==> src/hw/rtl/sm83_alu_with_flags_unit_defines.svh <==
// Assertion macros used by the ALU unit.
`ifndef SM83_ALU_WITH_FLAGS_UNIT_DEFINES_SVH
`define SM83_ALU_WITH_FLAGS_UNIT_DEFINES_SVH

// Same-cycle implication, checked on every rising edge outside reset.
`define SM83_ASSERT_IMPL(label, ante, cons) \
  label: assert property (@(posedge clk_i) disable iff (!rst_ni) (ante) |-> (cons)) \
    else $error("sm83 alu: same-cycle check failed");

// Next-cycle implication, checked on every rising edge outside reset.
`define SM83_ASSERT_NEXT(label, ante, cons) \
  label: assert property (@(posedge clk_i) disable iff (!rst_ni) (ante) |=> (cons)) \
    else $error("sm83 alu: next-cycle check failed");

`endif

==> src/hw/rtl/sm83alu_pkg.sv <==
`timescale 1ns / 1ps

package sm83alu_pkg;

  typedef enum logic [4:0] {
    OP_ADD     = 5'd0,
    OP_ADC     = 5'd1,
    OP_SUB     = 5'd2,
    OP_SBC     = 5'd3,
    OP_AND     = 5'd4,
    OP_OR      = 5'd5,
    OP_XOR     = 5'd6,
    OP_CP      = 5'd7,
    OP_INC     = 5'd8,
    OP_DEC     = 5'd9,
    OP_RLC     = 5'd10,
    OP_RRC     = 5'd11,
    OP_RL      = 5'd12,
    OP_RR      = 5'd13,
    OP_SLA     = 5'd14,
    OP_SRA     = 5'd15,
    OP_SWAP    = 5'd16,
    OP_SRL     = 5'd17,
    OP_BIT     = 5'd18,
    OP_RES     = 5'd19,
    OP_SET     = 5'd20,
    OP_DAA     = 5'd21,
    OP_CPL     = 5'd22,
    OP_CCF     = 5'd23,
    OP_SCF     = 5'd24,
    OP_RLCA    = 5'd25,
    OP_RRCA    = 5'd26,
    OP_RLA     = 5'd27,
    OP_RRA     = 5'd28,
    OP_ADD_HL  = 5'd29,
    OP_ADD_SP  = 5'd30
  } kind_e;

  // Flag bit positions within the 4-bit flag word
  localparam int unsigned FlagZ = 3;
  localparam int unsigned FlagN = 2;
  localparam int unsigned FlagH = 1;
  localparam int unsigned FlagC = 0;

  // Decimal adjust constants
  localparam logic [7:0] DaaHiAdj    = 8'h60;
  localparam logic [7:0] DaaLoAdj    = 8'h06;
  localparam logic [7:0] DaaHiLimit  = 8'h99;
  localparam logic [3:0] DaaLoLimit  = 4'h9;

  typedef struct packed {
    logic [4:0]  kind;
    logic [7:0]  accumulator;
    logic [7:0]  operand;
    logic [3:0]  flags_in;
    logic [2:0]  bit_index;
    logic [15:0] wide_base;
    logic [15:0] wide_operand;
  } alu_in_t;

  typedef struct packed {
    logic [7:0]  result;
    logic [15:0] wide_result;
    logic [3:0]  flags_out;
    logic        write_back;
  } alu_out_t;

endpackage

==> src/hw/rtl/sm83_alu_with_flags_unit.sv <==
`timescale 1ns / 1ps

// SM83 ALU with flags: takes one operation per cycle while in_stall_o is low
// and returns its 8-bit result, 16-bit result, new Z N H C flags and
// write-back strobe. An item transferred on the input is held in the input
// register and is then clocked through a single pass of the ALU logic into
// the result register, from which it leaves when out_stall_i is low.
// Sustained rate is one item per cycle while out_stall_i is low, set by the
// two registers advancing together; in_stall_o rises only when both registers
// are full and out_stall_i is high. There is no state between items and no
// configuration.
`include "sm83_alu_with_flags_unit_defines.svh"

module sm83_alu_with_flags_unit (
  input  logic        clk_i,
  input  logic        rst_ni,
  input  logic        in_valid_i,
  output logic        in_stall_o,
  input  logic [4:0]  kind_i,
  input  logic [7:0]  accumulator_i,
  input  logic [7:0]  operand_i,
  input  logic [3:0]  flags_in_i,
  input  logic [2:0]  bit_index_i,
  input  logic [15:0] wide_base_i,
  input  logic [15:0] wide_operand_i,
  output logic        out_valid_o,
  input  logic        out_stall_i,
  output logic [7:0]  result_o,
  output logic [15:0] wide_result_o,
  output logic [3:0]  flags_out_o,
  output logic        write_back_o
);

  logic                 s1_valid_d, s1_valid_q;
  logic                 out_valid_d, out_valid_q;
  sm83alu_pkg::alu_in_t  s1_q;
  sm83alu_pkg::alu_out_t alu_res;
  sm83alu_pkg::alu_out_t out_q;
  logic                 out_ready;
  logic                 in_xfer;
  logic                 s1_adv;

  assign out_ready  = !out_valid_q || !out_stall_i;
  assign s1_adv     = s1_valid_q && out_ready;
  assign in_stall_o = s1_valid_q && !out_ready;
  assign in_xfer    = in_valid_i && !in_stall_o;

  always_comb begin
    s1_valid_d = s1_valid_q;
    if (in_xfer) begin
      s1_valid_d = 1'b1;
    end else if (s1_adv) begin
      s1_valid_d = 1'b0;
    end
  end

  always_comb begin
    out_valid_d = out_valid_q;
    if (s1_adv) begin
      out_valid_d = 1'b1;
    end else if (out_ready) begin
      out_valid_d = 1'b0;
    end
  end

  always_ff @(posedge clk_i or negedge rst_ni) begin
    if (!rst_ni) begin
      s1_valid_q  <= 1'b0;
      out_valid_q <= 1'b0;
    end else begin
      s1_valid_q  <= s1_valid_d;
      out_valid_q <= out_valid_d;
    end
  end

  always_ff @(posedge clk_i) begin
    if (in_xfer) begin
      s1_q.kind         <= kind_i;
      s1_q.accumulator  <= accumulator_i;
      s1_q.operand      <= operand_i;
      s1_q.flags_in     <= flags_in_i;
      s1_q.bit_index    <= bit_index_i;
      s1_q.wide_base    <= wide_base_i;
      s1_q.wide_operand <= wide_operand_i;
    end
    if (s1_adv) begin
      out_q <= alu_res;
    end
  end

  // ALU datapath
  logic [7:0]  a, b;
  logic [3:0]  f;
  logic        cin;
  logic        tin;
  logic [8:0]  sum9;
  logic [4:0]  sum_lo;
  logic [8:0]  dif9;
  logic [4:0]  dif_lo;
  logic [7:0]  rot_src;
  logic [7:0]  bit_mask;
  logic [7:0]  daa_add, daa_sub;
  logic        daa_c;
  logic [16:0] hl_sum;
  logic [12:0] hl_lo;
  logic [15:0] sp_ext;
  logic [8:0]  sp_lo8;
  logic [4:0]  sp_lo4;
  logic [7:0]  r;
  logic [15:0] w;
  logic        zf, nf, hf, cf;
  logic        wr;
  logic        use_zf;
  sm83alu_pkg::kind_e k;

  assign a   = s1_q.accumulator;
  assign b   = s1_q.operand;
  assign f   = s1_q.flags_in;
  assign cin = f[sm83alu_pkg::FlagC];
  assign k   = sm83alu_pkg::kind_e'(s1_q.kind);

  always_comb begin
    tin      = ((k == sm83alu_pkg::OP_ADC) || (k == sm83alu_pkg::OP_SBC)) ? cin : 1'b0;
    sum9     = {1'b0, a} + {1'b0, b} + {8'd0, tin};
    sum_lo   = {1'b0, a[3:0]} + {1'b0, b[3:0]} + {4'd0, tin};
    dif9     = {1'b0, a} - {1'b0, b} - {8'd0, tin};
    dif_lo   = {1'b0, a[3:0]} - {1'b0, b[3:0]} - {4'd0, tin};
    rot_src  = ((k == sm83alu_pkg::OP_RLCA) || (k == sm83alu_pkg::OP_RRCA) ||
                (k == sm83alu_pkg::OP_RLA) || (k == sm83alu_pkg::OP_RRA)) ? a : b;
    bit_mask = 8'd1 << s1_q.bit_index;

    daa_c   = cin || (a > sm83alu_pkg::DaaHiLimit);
    daa_add = a + (daa_c ? sm83alu_pkg::DaaHiAdj : 8'd0)
                + ((f[sm83alu_pkg::FlagH] || (a[3:0] > sm83alu_pkg::DaaLoLimit)) ?
                   sm83alu_pkg::DaaLoAdj : 8'd0);
    daa_sub = a - (cin ? sm83alu_pkg::DaaHiAdj : 8'd0)
                - (f[sm83alu_pkg::FlagH] ? sm83alu_pkg::DaaLoAdj : 8'd0);

    hl_sum = {1'b0, s1_q.wide_base} + {1'b0, s1_q.wide_operand};
    hl_lo  = {1'b0, s1_q.wide_base[11:0]} + {1'b0, s1_q.wide_operand[11:0]};
    sp_ext = {{8{b[7]}}, b};
    sp_lo8 = {1'b0, s1_q.wide_base[7:0]} + {1'b0, b};
    sp_lo4 = {1'b0, s1_q.wide_base[3:0]} + {1'b0, b[3:0]};
  end

  always_comb begin
    r      = a;
    w      = '0;
    zf     = f[sm83alu_pkg::FlagZ];
    nf     = f[sm83alu_pkg::FlagN];
    hf     = f[sm83alu_pkg::FlagH];
    cf     = cin;
    wr     = 1'b1;
    use_zf = 1'b0;
    unique case (k) inside
      sm83alu_pkg::OP_ADD, sm83alu_pkg::OP_ADC: begin
        r = sum9[7:0]; use_zf = 1'b1; nf = 1'b0; hf = sum_lo[4]; cf = sum9[8];
      end
      sm83alu_pkg::OP_SUB, sm83alu_pkg::OP_SBC, sm83alu_pkg::OP_CP: begin
        r = dif9[7:0]; use_zf = 1'b1; nf = 1'b1; hf = dif_lo[4]; cf = dif9[8];
        wr = (k != sm83alu_pkg::OP_CP);
      end
      sm83alu_pkg::OP_AND: begin
        r = a & b; use_zf = 1'b1; nf = 1'b0; hf = 1'b1; cf = 1'b0;
      end
      sm83alu_pkg::OP_OR: begin
        r = a | b; use_zf = 1'b1; nf = 1'b0; hf = 1'b0; cf = 1'b0;
      end
      sm83alu_pkg::OP_XOR: begin
        r = a ^ b; use_zf = 1'b1; nf = 1'b0; hf = 1'b0; cf = 1'b0;
      end
      sm83alu_pkg::OP_INC: begin
        r = b + 8'd1; use_zf = 1'b1; nf = 1'b0; hf = (b[3:0] == 4'hF);
      end
      sm83alu_pkg::OP_DEC: begin
        r = b - 8'd1; use_zf = 1'b1; nf = 1'b1; hf = (b[3:0] == 4'h0);
      end
      sm83alu_pkg::OP_RLC, sm83alu_pkg::OP_RLCA: begin
        r = {rot_src[6:0], rot_src[7]}; cf = rot_src[7]; nf = 1'b0; hf = 1'b0;
        use_zf = (k == sm83alu_pkg::OP_RLC); zf = 1'b0;
      end
      sm83alu_pkg::OP_RRC, sm83alu_pkg::OP_RRCA: begin
        r = {rot_src[0], rot_src[7:1]}; cf = rot_src[0]; nf = 1'b0; hf = 1'b0;
        use_zf = (k == sm83alu_pkg::OP_RRC); zf = 1'b0;
      end
      sm83alu_pkg::OP_RL, sm83alu_pkg::OP_RLA: begin
        r = {rot_src[6:0], cin}; cf = rot_src[7]; nf = 1'b0; hf = 1'b0;
        use_zf = (k == sm83alu_pkg::OP_RL); zf = 1'b0;
      end
      sm83alu_pkg::OP_RR, sm83alu_pkg::OP_RRA: begin
        r = {cin, rot_src[7:1]}; cf = rot_src[0]; nf = 1'b0; hf = 1'b0;
        use_zf = (k == sm83alu_pkg::OP_RR); zf = 1'b0;
      end
      sm83alu_pkg::OP_SLA: begin
        r = {b[6:0], 1'b0}; cf = b[7]; nf = 1'b0; hf = 1'b0; use_zf = 1'b1;
      end
      sm83alu_pkg::OP_SRA: begin
        r = {b[7], b[7:1]}; cf = b[0]; nf = 1'b0; hf = 1'b0; use_zf = 1'b1;
      end
      sm83alu_pkg::OP_SWAP: begin
        r = {b[3:0], b[7:4]}; cf = 1'b0; nf = 1'b0; hf = 1'b0; use_zf = 1'b1;
      end
      sm83alu_pkg::OP_SRL: begin
        r = {1'b0, b[7:1]}; cf = b[0]; nf = 1'b0; hf = 1'b0; use_zf = 1'b1;
      end
      sm83alu_pkg::OP_BIT: begin
        r = b; wr = 1'b0; zf = ((b & bit_mask) == 8'd0); nf = 1'b0; hf = 1'b1;
      end
      sm83alu_pkg::OP_RES: begin
        r = b & ~bit_mask;
      end
      sm83alu_pkg::OP_SET: begin
        r = b | bit_mask;
      end
      sm83alu_pkg::OP_DAA: begin
        // after a subtraction only undo the adjust; after an add derive it
        r  = f[sm83alu_pkg::FlagN] ? daa_sub : daa_add;
        cf = f[sm83alu_pkg::FlagN] ? cin : daa_c;
        hf = 1'b0; use_zf = 1'b1;
      end
      sm83alu_pkg::OP_CPL: begin
        r = ~a; nf = 1'b1; hf = 1'b1;
      end
      sm83alu_pkg::OP_CCF: begin
        wr = 1'b0; nf = 1'b0; hf = 1'b0; cf = ~cin;
      end
      sm83alu_pkg::OP_SCF: begin
        wr = 1'b0; nf = 1'b0; hf = 1'b0; cf = 1'b1;
      end
      sm83alu_pkg::OP_ADD_HL: begin
        r = '0; w = hl_sum[15:0]; nf = 1'b0; hf = hl_lo[12]; cf = hl_sum[16];
      end
      sm83alu_pkg::OP_ADD_SP: begin
        r = '0; w = s1_q.wide_base + sp_ext;
        zf = 1'b0; nf = 1'b0; hf = sp_lo4[4]; cf = sp_lo8[8];
      end
      default: begin
        wr = 1'b0;
      end
    endcase
    if (use_zf) begin
      zf = (r == 8'd0);
    end
  end

  assign alu_res.result      = r;
  assign alu_res.wide_result = w;
  assign alu_res.flags_out   = {zf, nf, hf, cf};
  assign alu_res.write_back  = wr;

  assign out_valid_o   = out_valid_q;
  assign result_o      = out_q.result;
  assign wide_result_o = out_q.wide_result;
  assign flags_out_o   = out_q.flags_out;
  assign write_back_o  = out_q.write_back;

  `SM83_ASSERT_IMPL(a_stall_needs_item, in_stall_o, s1_valid_q && out_valid_q)
  `SM83_ASSERT_NEXT(a_in_xfer_loads, in_valid_i && !in_stall_o, s1_valid_q)
  `SM83_ASSERT_NEXT(a_drain_empties, out_valid_o && !out_stall_i && !s1_valid_q, !out_valid_o)
  `SM83_ASSERT_NEXT(a_wide_op_zero_byte,
                    s1_adv && ((k == sm83alu_pkg::OP_ADD_HL) || (k == sm83alu_pkg::OP_ADD_SP)),
                    out_valid_o && (result_o == 8'd0))

endmodule

==> config.mk <==
export PLATFORM = sky130hd
export DESIGN_NAME = sm83_alu_with_flags_unit
export DESIGN_NICKNAME = d
export VERILOG_FILES = /design/src/hw/rtl/sm83alu_pkg.sv /design/src/hw/rtl/sm83_alu_with_flags_unit.sv
export VERILOG_INCLUDE_DIRS = /design/src /design/src/hw/rtl
export SDC_FILE = /design/constraint.sdc
export NUM_CORES = 1
export LEC_CHECK = 0
export BUFFER_PORTS_ARGS = -buffer_cell sky130_fd_sc_hd__buf_2
export CAP_MARGIN = 20
export CORE_MARGIN = 3
export CORE_UTILIZATION = 54
export CTS_CLUSTER_SIZE = 20
export DETAILED_ROUTE_END_ITERATION = 8
export PLACE_DENSITY_LB_ADDON = 0.15
export RECOVER_POWER = 50
export SLEW_MARGIN = 0
export SYNTH_ARGS = -nofsm -noshare
export SYNTH_HDL_FRONTEND = slang
export SYNTH_SLANG_ARGS = --single-unit
==> constraint.sdc <==
create_clock -name clk_i -period 4.3 [get_ports clk_i]
set_input_delay 0.86 -clock clk_i [delete_from_list [all_inputs] [get_ports clk_i]]
set_output_delay 0.86 -clock clk_i [all_outputs]
set_load 0.03 [all_outputs]
* Word level (Yosys, flattened, before mapping)
Cells that the tools add are included.
** Word-level totals
- Flip-flop bits (word level) :: 91
- Bits in latches :: 0
- RAM bits :: 0
- ROM bits :: 0
- Bits of input ports :: 64
- Output and inout port bits :: 31
- Word-level logic and storage cells :: 135
- Memories kept :: 0
** Operators by class
- Add/sub/neg operators :: 19
- Multiply operators :: 0
- Divide/modulo/power cells :: 0
- Order comparisons :: 2
- Equality and inequality tests :: 32
- Shifts and indexed selects :: 1
- Muxes and demuxes :: 21
- Bitwise operators :: 9
- Reductions and logical operators :: 38
** Operator list (count)
- one-hot mux 8 bit (21 select lines) :: 1
- == test 5 bit (second input constant) :: 15
- == test 5 x 4 -> 1 bit (second input constant) :: 8
- one-hot mux 16 bit (2 select lines) :: 1
- OR reduction 25 bit :: 1
- AND 8 bit :: 3
- OR reduction 23 bit :: 1
- == test 5 x 3 -> 1 bit (second input constant) :: 4
- adder 8 x 8 -> 9 bit :: 2
- adder 16 x 16 -> 17 bit :: 1
- OR reduction 17 bit :: 1
- adder 16 bit :: 1
- logical NOT 8 bit :: 2
- two-way mux 8 bit :: 2
- NOT 8 bit :: 2
- bitwise OR 8 bit :: 2
- OR reduction 15 bit :: 1
- two-way mux 7 bit :: 2
- OR reduction 2 bit :: 7
- adder 12 x 12 -> 13 bit :: 1
- one-hot mux 1 bit (12 select lines) :: 1
- OR reduction 4 bit :: 3
- adder 4 x 4 -> 5 bit :: 2
- == test 5 x 2 -> 1 bit (second input constant) :: 2
- 34 further kinds :: 56

* Depth between registers and ports, before layout
Gate-level depths: netlist of the first run.
- Word-level depth :: 9
- Gate-level depth with buffers :: 18
- Mapped depth without buffers :: 15

* Least setup slack after synthesis of the first run
Ideal clock, no wire load.
- Path type :: register to register
- Start point :: reg s1_q, in the netlist k[2]
- End point :: reg out_q, in the netlist flags_out_o[3], data pin
- Setup time :: 0.170 ns
- Arrival time :: 3.909 ns
- Required time :: 4.130 ns
- Path slack :: 0.221 ns
- Cell stages (with the launch flop) :: 17
- Buffers on the path :: 4
- Period minus slack after synthesis :: 4.079 ns
- Cells stage by stage :: edfxtp_1 > buf_6 > buf_12 > buf_6 > clkbuf_1 > nor2_1 > nand3_1 > fa_1 > fa_1 > nand2b_2 > a2111oi_2 > nor3_1 > xor2_1 > a221oi_2 > a32oi_1 > or4_1 > o32ai_2
** Between the ends
- Cells in the longest elaborated chain, start to end :: 8
- Elaborated cells on any way between the ends :: 51
- Classes of those cells :: add/sub: 2; eq/ne: 28; mux: 6; reduce/logical: 15
** RTL lines
- start: declaration :: RTL line sm83_alu_with_flags_unit.sv:36 : sm83alu_pkg::alu_in_t s1_q;
- parallel branches: the longest is 5 deep, another holds subtractor 9 x 1 -> 9 bit
- one-hot mux 8 bit (21 select lines) * :: RTL line sm83_alu_with_flags_unit.sv:155 : unique case (k) inside
- via r[6] :: RTL line sm83_alu_with_flags_unit.sv:109 : logic [7:0] r;
- logical NOT 8 bit * :: RTL line sm83_alu_with_flags_unit.sv:242 : zf = (r == 8'd0);
- two-way mux 1 bit * :: RTL line sm83_alu_with_flags_unit.sv:241 : if (use_zf) begin
- via zf :: RTL line sm83_alu_with_flags_unit.sv:111 : logic zf, nf, hf, cf;
- end signal: assignment :: RTL line sm83_alu_with_flags_unit.sv:87 : out_q <= alu_res;
- end: declaration :: RTL line sm83_alu_with_flags_unit.sv:38 : sm83alu_pkg::alu_out_t out_q;
Mark *: on every way through the listed nets, which the timed path passes.
A chain may end at the register's enable or synchronous reset.

* Final worst setup path of the first run
- Start point :: reg s1_q, in the netlist k[0]
- End point :: reg out_q, in the netlist flags_out_o[3], data pin
The elaborated chain is that of the path after synthesis.

==> results of run 1 <==
-- registers in the layout (all words and copies together) (netlist names) --
register	cells
s1_q	35
wide_result_o	16
a	8
b	8
result_o	8
k	5
f	4
flags_out_o	4
out_valid_o	1
s1_valid_q	1
write_back_o	1
-- metal layers --
layer	global-route usage (%)	share of wire, %	up-vias
met5	0	0	-
met4	15.61	5.0	0
met3	9.465	12	126
met2	52.77	44	591
met1	45.73	39	3658
li1	-	-	3406
-- path summary, 6_finish.rpt --
kind                       slack, ns        endpoint        from  cells past startpoint
max                             0.22  flags_out_o[3]        k[0]                     13
min                             0.27     out_valid_o      rst_ni                      1
max reg2reg                     0.22  flags_out_o[3]        k[0]                     13
min reg2reg                     0.50     out_valid_o  s1_valid_q                      1
max in group asynchronous       3.90      s1_valid_q      rst_ni                      1
min in group clk_i              0.50     out_valid_o  s1_valid_q                      1
-- power groups by stage --
stage	Combinational, uW	Sequential [uW]	Clock (uW)
2_1_floorplan	606	1170	0
3_3_place_gp	911	1130	0
3_5_place_dp	935	1130	0
4_1_cts	943	1110	946
5_1_grt	1030	1120	974
6_report	965	1110	933
-- metrics by stage --
stage               setup slack (ns)  cell area, sq um  cells  hold WS, ns  util [%]
floorplan                     0.2215              8093    830       0.4434         -
global placement              0.4193              8796   1100       0.4678     60.29
detailed placement            0.2717              8796   1100       0.4797     60.29
CTS                           0.2175              9143   1116       0.2729     62.67
global route                 0.01981              9115   1116       0.2728     62.48
finish                        0.2217              9115   1116       0.2717     62.48
-- cell type report --
cell class	instances	area [sq um]	area share, %
Sequential cell	91	2723	29.87
Inverter	46	172.7	1.894
Multi-Input combinational cell	652	4954	54.34
Tap cell	184	230.2	2.526
Timing Repair Buffer	127	689.4	7.563
Clock buffer	9	225.2	2.471
Clock inverter	7	121.4	1.331
-- cells in the mapped netlist (all sizes together) (5+ instances only) --
| library cell | count | area [sq um] |
|---|---|---|
| edfxtp | 89 | 2673 |
| ha | 75 | 938.4 |
| a21oi | 50 | 250.2 |
| nor2 | 50 | 197.7 |
| inv | 46 | 172.7 |
| nand2 | 43 | 163.9 |
| o21ai | 40 | 207.7 |
| buf | 27 | 205.2 |
| xor2 | 27 | 236.5 |
| nor3 | 26 | 140.1 |
| xnor2 | 24 | 210.2 |
| o22ai | 21 | 131.4 |
| a21o | 17 | 127.6 |
| nand3 | 16 | 80.08 |
| and3 | 14 | 92.59 |
| clkbuf | 14 | 52.55 |
| mux2i | 12 | 120.1 |
| o21bai | 12 | 90.09 |
| a211oi | 11 | 82.58 |
| nand2b | 11 | 78.82 |
| nor4 | 10 | 75.07 |
| a31oi | 9 | 56.30 |
| nand4 | 9 | 71.32 |
| nor2b | 9 | 56.30 |
| a221oi | 8 | 76.32 |
| fa | 8 | 160.2 |
| nor3b | 8 | 65.06 |
| o21a | 8 | 60.06 |
| or2 | 7 | 46.30 |
| a22oi | 6 | 45.04 |
| a2bb2oi | 6 | 52.55 |
| and2 | 6 | 37.54 |
| or3 | 6 | 37.54 |
| a2111oi | 5 | 62.56 |
| a211o | 5 | 43.79 |
| a32oi | 5 | 43.79 |
| a41oi | 5 | 43.79 |
| o2bb2ai | 5 | 43.79 |
| o31ai | 5 | 37.54 |
-- worst max-delay path, delay by kind of cell (launching register included) --
kind / cells / cell delay [ns]
simple gates: 5 / 1.33
compound gates: 4 / 1.14
fa+ha+maj: 2 / 0.84
flops: 1 / 0.34
xor+xnor: 1 / 0.18
buf+inv: 1 / 0.06
-- timing repair --
item,in CTS,in global routing
setup endpoints to repair,0,1
gates resized for setup,0,1
hold buffers,0,0
-- placed cells by master, fill, tap and decap left out, types with 7 or more instances in the layout --
cell type / netlist / layout
a21o_1: 17 / 17
nor4_1: 8 / 8
nor3_1: 24 / 24
nor2b_1: 9 / 9
and3_1: 13 / 13
xor2_1: 27 / 27
nand4_1: 8 / 8
fa_1: 8 / 8
a21oi_1: 50 / 50
o21bai_1: 12 / 12
nand2_1: 42 / 42
buf_2: 10 / 71
a31oi_1: 9 / 9
clkbuf_1: 14 / 23
a211oi_1: 11 / 11
nor2_1: 48 / 47
buf_4: 6 / 33
xnor2_1: 24 / 24
ha_1: 75 / 75
o21ai_0: 36 / 36
mux2i_1: 12 / 12
o22ai_1: 21 / 21
a221oi_1: 7 / 7
nand2b_1: 9 / 9
nand3_1: 16 / 16
clkbuf_16: 0 / 9
inv_1: 46 / 46
o21a_1: 8 / 8
edfxtp_1: 89 / 89
nor3b_1: 7 / 7
-- cells by family (layout without fill, tap and decap cells) --
kind of cell             Yosys count  count (layout)  synth area share (%)
AND/OR/NAND/NOR                  239             239                 16.88
AO/OA/AOI/OAI                    266             266                 23.44
flip-flops                        91              91                 33.64
buffers and inverters             87             189                 5.319
multiplexers                      13              13                 1.623
adder cells (fa/ha/maj)           83              83                 13.57
XOR/XNOR                          51              51                 5.520
==> flow_metrics.env, run 1 <==
export IMPL_hold_class="input port to asynchronous set/reset pin"
export IMPL_worst_setup_path_start_kind="flip-flop"
export IMPL_p_sw_uw=1024
export IMPL_drt_initial_drc_count=1150
export IMPL_first_global_vias=7418
export IMPL_combPwrFrac_pct=32.0
export IMPL_first_pass_iters=6
export IMPL_clk_pin_slew_ns=0.07
export IMPL_p_leak_uw=0.003743
export IMPL_cts_buffers=9
export IMPL_die_h_um=128.4
export IMPL_required_ns=4.48
export IMPL_p_sw_share_pct=33.98
export IMPL_min_period_ns=4.078
export IMPL_vias=7781
export IMPL_synthCells=830
export IMPL_num_io_pins=95
export IMPL_cpMostUsedCell="fa_1"
export IMPL_dp_hpwl_um=21520
export IMPL_final_setup_viol_count=0
export IMPL_critical_path_max_stage_delay_ns=0.57
export IMPL_power_frac_seq_pct=37.0
export IMPL_nNetsFinal=1074
export IMPL_p_per_area_nw_per_um2=330.5
export IMPL_die_w_um=128.4
export IMPL_core_area_sq_um=14590
export IMPL_failed_checks="max-capacitance violations, max-slew violations"
export IMPL_layout_drive_gt1_share_pct=17.27
export IMPL_route_detailed_drc=0
export IMPL_finalPower_uw=3013
export IMPL_antennaDiodeCount=0
export IMPL_ys_types=93
export IMPL_clockPowerShare_pct=31.0
export IMPL_clock_root_buffer="clkbuf_16"
export IMPL_synth_seq_cells=91
export IMPL_synth_edf_count=89
export IMPL_clockBufferDepth=2
export IMPL_worstSetupPathType="flip-flop to flip-flop"
export IMPL_yosys_warnings=0
export IMPL_clk_latency_ns=0.36
export IMPL_die_area_sq_um=16490
export IMPL_setup_tns_ns=0
export IMPL_io_buffers=94
export IMPL_start_util_pct=55.47
export IMPL_ys_seq_area_share_pct=33.64
export IMPL_grt_antenna_before_repair=0
export IMPL_fmax_ghz=0.2452
export IMPL_rsz0062_at_grt="false"
export IMPL_post_cts_buffers=0
export IMPL_clkSinkCount=91
export IMPL_row_count=44
export IMPL_crit_slowest_cell="or4_1"
export IMPL_min_period_over_period_pct=94.84
export IMPL_final_hold_violation_count=0
export IMPL_grt_overflow=0
export IMPL_status="finished, violations left"
export IMPL_syn_area_sq_um=8093
export IMPL_report_final_slew_viol_count=27
export IMPL_vias_per_cell=6.972
export IMPL_path_cells="inv_1, nor2_1, nand3_1, fa_1, fa_1, nand2b_2, a2111oi_2, nor3_1, xor2_1, a221oi_2, a32oi_1, or4_1, o32ai_2"
export IMPL_endpoint_kind="flip-flop"
export IMPL_p_int_uw=1989
export IMPL_async_flop_share_pct=2.198
export IMPL_wl_um=28980
export IMPL_wire_per_inst_um=25.97
export IMPL_antenna_left=0
export IMPL_synth_nets=977
export IMPL_final_setup_skew_ns=0.01964
export IMPL_grt_pass1_wl_um=43160
export IMPL_htree_levels=3
export IMPL_grt_max_degree=46
export IMPL_gp_congestion=1.059
export IMPL_synth_top_flop_cell="edfxtp_1"
export IMPL_drv_cap=1
export IMPL_worst_pin_slew_ns=1.632
export IMPL_ir_worst_vdd_mv=0.2729
export IMPL_critPathMaxFanout=3
export IMPL_avgSynthCellArea_sq_um=9.750
export IMPL_grt_usage_pct=34.50
export IMPL_arrival_ns=4.26
export IMPL_cts_tree="built"
export IMPL_n_fill_cell=1191
export IMPL_areaGrowthSynthToFinish_pct=12.63
export IMPL_relSlewSlack_pct=-8.841
(Power assumes the default switching activity.)
==> run 2, diff against run 1 <==
--- a/config.mk
+++ b/config.mk
@@ -6,10 +6,11 @@
 export SDC_FILE = /design/constraint.sdc
 export NUM_CORES = 1
 export LEC_CHECK = 0
+export ABC_AREA = 1
 export BUFFER_PORTS_ARGS = -buffer_cell sky130_fd_sc_hd__buf_2
 export CAP_MARGIN = 20
 export CORE_MARGIN = 3
-export CORE_UTILIZATION = 54
+export CORE_UTILIZATION = 55
 export CTS_CLUSTER_SIZE = 20
 export DETAILED_ROUTE_END_ITERATION = 8
 export PLACE_DENSITY_LB_ADDON = 0.15
==> flow_metrics.env, run 2 <==
export IMPL_min_period_over_period_pct=88.53
export IMPL_endpoint_kind="flip-flop"
export IMPL_design_area_sq_um=9518
export IMPL_ys_types=51
export IMPL_synth_nets=1289
export IMPL_rr_startpoint="k[3]"
export IMPL_synth_common_cells="nand2_1 (303), nand3_1 (127), inv_1 (120)"
export IMPL_core_area_sq_um=14860
export IMPL_synth_top_area_share_pct=31.25
export IMPL_arrival_ns=3.93
export IMPL_required_ns=4.42
export IMPL_use_met1_pct=49.34
export IMPL_synth_top_family_by_area="simple AND/OR/NAND/NOR gates"
export IMPL_failed_checks="max-capacitance violations, max-slew violations"
export IMPL_die_area_sq_um=17080
export IMPL_final_hold_violation_count=0
export IMPL_fin_ws_ns=0.4932
export IMPL_largest_reg_flops=35
export IMPL_gp_congestion=1.048
export IMPL_synth_fa_ha_area_share_pct=12.85
export IMPL_hold_class="input port to asynchronous set/reset pin"
export IMPL_final_common_cell="nand2_1"
export IMPL_report_final_slew_viol_count=30
export IMPL_critPathMaxFanout=9
export IMPL_n_fill_cell=1385
export IMPL_min_period_ns=3.807
export IMPL_yosys_warnings=0
export IMPL_first_pass_iters=7
export IMPL_fmax_ghz=0.2627
export IMPL_wl_um=28040
export IMPL_worst_pin_slew_ns=3.118
export IMPL_clk_pin_slew_ns=0.07
export IMPL_first_global_vias=7671
export IMPL_cts_resized=0
export IMPL_top_usage_layer="met1"
export IMPL_placed_area_sq_um=9273
export IMPL_die_h_um=130.7
export IMPL_yosysMostFrequentCell="nand2_1"
export IMPL_grt_usage_pct=32.96
export IMPL_layout_common_cells="nand2_1 (303), nand3_1 (127), inv_1 (120)"
export IMPL_areaGrowthSynthToFinish_pct=11.29
export IMPL_yosys_top_cells_area="edfxtp_1 (31%), nand2_1 (13%), ha_1 (11%)"
export IMPL_synth_simple_area_share_pct=35.38
export IMPL_htree_levels=3
export IMPL_nNetsFinal=1394
export IMPL_drt_initial_drc_count=1173
export IMPL_synthXorXnorAreaFrac_pct=1.331
export IMPL_multi_input_area_sq_um=5177
export IMPL_clockBufferDepth=2
export IMPL_drv_cap=1
export IMPL_p_leak_uw=0.004501
export IMPL_clkSinkCount=91
export IMPL_ys_seq_area_share_pct=31.84
export IMPL_use_met2_pct=46.14
export IMPL_grt_overflow=0
export IMPL_avgSynthCellArea_sq_um=7.489
export IMPL_synth_edf_count=89
export IMPL_grt_antenna_before_repair=0
export IMPL_ir_worst_vdd_mv=0.2263
export IMPL_synth_largest_area_cell="edfxtp_1"
export IMPL_dp_hpwl_um=21930
export IMPL_start_util_pct=57.53
export IMPL_r2r_slack_ns=0.49
export IMPL_synthCells=1142
export IMPL_synth_compound_area_share_pct=10.99
export IMPL_clk_latency_ns=0.36
export IMPL_cts_buffers=9
export IMPL_row_count=44
export IMPL_antenna_left=0
export IMPL_antennaDiodeCount=0
export IMPL_relSlewSlack_pct=-107.9
export IMPL_p_per_area_nw_per_um2=318.4
export IMPL_regMostFlops="s1_q"
export IMPL_post_cts_buffers=0
export IMPL_pre_cts_slack_ns=0.5581
export IMPL_route_detailed_drc=0
export IMPL_grt_max_degree=35
export IMPL_rsz0062_at_grt="false"
export IMPL_die_w_um=130.7
export IMPL_cts_tree="built"
export IMPL_final_setup_skew_ns=0.009458
export IMPL_final_setup_viol_count=0
export IMPL_synth_top_flop_cell="edfxtp_1"
export IMPL_worstReg2RegEnd="flags_out_o[3]"
export IMPL_worst_setup_path_start_kind="flip-flop"
export IMPL_finish_utilization_pct=64.03
export IMPL_worstSetupPathType="flip-flop to flip-flop"
export IMPL_use_met3_pct=7.602
export IMPL_reg2regPathDepth=20
export IMPL_io_buffers=94
export IMPL_layout_drive_gt1_share_pct=13.10
export IMPL_synthMuxAreaShare_pct=0
export IMPL_status="finished, violations left"
export IMPL_wire_per_inst_um=19.52
export IMPL_synth_seq_cells=91
export IMPL_vias_per_cell=6.026
export IMPL_holdWs_ns=0.2712
export IMPL_grt_pass1_wl_um=42460
export IMPL_vias=8653
export IMPL_regArea_sq_um=2723
export IMPL_num_io_pins=95
export IMPL_postCtsHoldBufs=0
export IMPL_async_flop_share_pct=2.198
export IMPL_clock_root_buffer="clkbuf_16"
export IMPL_setup_tns_ns=0
export IMPL_syn_area_sq_um=8552
## run 2: changes by cell type after synthesis, moves of 11 or more
| cell | before | now |
|---|---|---|
| nand4_1 | 8 | 27 |
| nand2_1 | 42 | 303 |
| nor2_1 | 48 | 95 |
| inv_1 | 46 | 120 |
| and3_1 | 13 | 0 |
| xnor2_1 | 24 | 8 |
| nand3_1 | 16 | 127 |
| mux2i_1 | 12 | 0 |
| o22ai_1 | 21 | 4 |
| nor3_1 | 24 | 13 |
| o21ai_0 | 36 | 58 |
| o21bai_1 | 12 | 1 |
| xor2_1 | 27 | 5 |
| a21o_1 | 17 | 2 |
## run 2: through the flow
stage	cells	power, uW
floorplan	1142	1901
global placement	1420	2185
detailed placement	1420	2202
CTS	1436	3022
global route	1436	3179
finish	1436	3031
## run 2: cell families after synthesis
kind of cell,Yosys count
compound gates,166
buf+inv,154
flops,91
fa+ha+maj,83
xor+xnor,13
simple gates,635
## run 2: layout make-up
type                       instances  share of cell area, %
clock inverter                     6                 0.7493
clock buffer                      10                  2.406
tap                              184                  2.419
inverter                         136                  5.521
sequential                        91                  28.61
timing repair buffer             112                  5.902
multi-input combinational        897                  54.40
## run 2: worst max path at each step
| stage | cells after the start | startpoint | end |
|---|---|---|---|
| 2_1_floorplan | 21 | k[2] | flags_out_o[3] |
| 3_3_place_gp | 19 | k[0] | flags_out_o[3] |
| 3_5_place_dp | 19 | k[0] | flags_out_o[3] |
| 4_1_cts | 19 | k[0] | flags_out_o[3] |
| 5_1_grt | 19 | k[3] | flags_out_o[3] |
| 6_report | 20 | k[3] | flags_out_o[3] |
## run 2: critical path, stage by stage, from the launching register on
cell and delay (ns):
edfxtp_1 0.61, nor2_8 0.24, nand2_1 0.12, nor3_1 0.43
inv_1 0.12, fa_1 0.45, fa_1 0.46, o21ai_0 0.33
nand2_1 0.12, nand2_1 0.07, nand3_1 0.07, nand2_1 0.08
nor2_1 0.04, nand2_1 0.06, nor2_1 0.03, nand2_1 0.06
nand2_1 0.06, nand2_1 0.06, nor2_1 0.04, nand3_1 0.07
nand2_1 0.04
## run 2: metal layers
metal | part of all wire, % | routed length, um
met1 | 44 | 12300
met2 | 41 | 11420
met3 | 12 | 3357
met4 | 3.4 | 950
met5 | 0 | 0
## run 2: power by group
group	leakage, uW	total (uW)	switching (uW)	internal, uW
Clock	0.000145	828	371	457
Sequential	0.000884	1150	61.5	1080
Combinational	0.00347	1060	722	336
==> run 3, diff against run 2 <==
--- a/config.mk
+++ b/config.mk
@@ -13,7 +13,7 @@
 export CORE_UTILIZATION = 55
 export CTS_CLUSTER_SIZE = 20
 export DETAILED_ROUTE_END_ITERATION = 8
-export PLACE_DENSITY_LB_ADDON = 0.15
+export PLACE_DENSITY = 0.79
 export RECOVER_POWER = 50
 export SLEW_MARGIN = 0
 export SYNTH_ARGS = -nofsm -noshare
==> flow_metrics.env, run 3 (synthesis gave the netlist of run 2 again) <==
export IMPL_first_global_vias=8016
export IMPL_critPathMaxFanout=8
export IMPL_failed_checks="max-capacitance violations, max-slew violations"
export IMPL_cts_resized=0
export IMPL_core_area_sq_um=14860
export IMPL_p_leak_uw=0.004506
export IMPL_largest_reg_flops=35
export IMPL_final_hold_violation_count=0
export IMPL_wl_um=28200
export IMPL_grt_usage_pct=33.60
export IMPL_grt_max_degree=37
export IMPL_arrival_ns=4.27
export IMPL_worst_setup_path_start_kind="flip-flop"
export IMPL_placed_area_sq_um=9273
export IMPL_nNetsFinal=1394
export IMPL_hold_class="input port to asynchronous set/reset pin"
export IMPL_n_fill_cell=1360
export IMPL_final_setup_viol_count=0
export IMPL_status="finished, violations left"
export IMPL_cts_buffers=9
export IMPL_final_setup_skew_ns=0.01128
export IMPL_first_pass_iters=6
export IMPL_vias_per_cell=6.081
export IMPL_setup_tns_ns=0
export IMPL_clkSinkCount=91
export IMPL_instances_no_fill=1436
export IMPL_post_cts_buffers=0
export IMPL_grt_pass1_wl_um=43640
export IMPL_clockBufferDepth=2
export IMPL_holdWs_ns=0.2672
export IMPL_die_h_um=130.7
export IMPL_clk_latency_ns=0.36
export IMPL_num_io_pins=95
export IMPL_cts_tree="built"
export IMPL_layout_common_cells="nand2_1 (303), nand3_1 (128), inv_1 (120)"
export IMPL_dp_hpwl_um=21940
export IMPL_report_final_slew_viol_count=30
export IMPL_reg2regPathDepth=19
export IMPL_gp_congestion=1.103
export IMPL_postCtsHoldBufs=0
export IMPL_worstSetupPathType="flip-flop to flip-flop"
export IMPL_endpoint_kind="flip-flop"
export IMPL_route_detailed_drc=0
export IMPL_regMostFlops="s1_q"
export IMPL_min_period_ns=4.041
export IMPL_dp_cells=1420
export IMPL_finish_utilization_pct=64.03
export IMPL_relSlewSlack_pct=-98.52
export IMPL_row_count=44
export IMPL_clock_root_buffer="clkbuf_16"
export IMPL_die_w_um=130.7
export IMPL_start_util_pct=57.53
export IMPL_rsz0062_at_grt="false"
export IMPL_clk_pin_slew_ns=0.08
export IMPL_p_per_area_nw_per_um2=317.8
export IMPL_min_period_over_period_pct=93.98
export IMPL_drv_cap=1
export IMPL_design_area_sq_um=9518
export IMPL_antenna_left=0
export IMPL_grt_antenna_before_repair=0
export IMPL_layout_drive_gt1_share_pct=13.26
export IMPL_wire_per_inst_um=19.64
export IMPL_areaGrowthSynthToFinish_pct=11.29
export IMPL_die_area_sq_um=17080
export IMPL_io_buffers=94
export IMPL_htree_levels=3
export IMPL_worst_pin_slew_ns=2.978
export IMPL_grt_overflow=0
export IMPL_final_common_cell="nand2_1"
export IMPL_vias=8733
export IMPL_ir_worst_vdd_mv=0.3032
export IMPL_drt_initial_drc_count=1027
export IMPL_fmax_ghz=0.2474
export IMPL_antennaDiodeCount=0
export IMPL_required_ns=4.53
-- run 3: path summary, 6_finish.rpt --
kind | start | end | slack [ns]
max in group asynchronous | rst_ni | s1_valid_q | 3.91
hold / removal | rst_ni | out_valid_o | 0.27
hold reg to reg | s1_valid_q | out_valid_o | 0.47
min in group clk_i | s1_valid_q | out_valid_o | 0.47
setup reg to reg | k[2] | flags_out_o[3] | 0.26
setup / recovery | k[2] | flags_out_o[3] | 0.26
-- run 3: worst max-delay path, cell delays in order (launching register included) --
cell and delay [ns]:
edfxtp_1 0.68, nor2_8 0.27, nand2_1 0.11, nor3_1 0.45, inv_1 0.12, fa_1 0.45, fa_1 0.45, o21ai_0 0.40
nand3b_1 0.14, nand3_1 0.11, nand2_1 0.06, nor2_1 0.10, nand2_1 0.07, nor2_1 0.08, nand2_1 0.05, nand2_1 0.07
nand2_1 0.05, nor2_1 0.10, nand3_1 0.09, nand2_1 0.06
-- run 3: power by group --
group / internal [uW] / leakage, uW / switching (uW)
Sequential: 1080 / 0.000884 / 70.5
Clock: 414 / 0.000145 / 401
Combinational: 337 / 0.00348 / 720
-- run 3: area by class of cell --
class	instances	area, sq um	area share (%)
multi-input combinational	897	5172	54.34
sequential	91	2723	28.61
timing repair buffer	112	566.8	5.955
inverter	136	525.5	5.521
tap	184	230.2	2.419
clock buffer	9	225.2	2.366
clock inverter	7	75.07	0.7887
-- run 3: through the flow --
step / power (uW) / setup slack, ns
finish: 3025 / 0.2588
global route: 3182 / 0.1247
CTS: 3024 / 0.4832
detailed placement: 2207 / 0.5106
global placement: 2193 / 0.6107
floorplan: 1901 / 1.231
-- run 3: metal layers --
layer | share of wire (%) | GRT usage [%]
met1 | 42 | 46.38
met2 | 42 | 49.11
met5 | 0 | 0
met4 | 4.4 | 13.73
met3 | 12 | 10.45
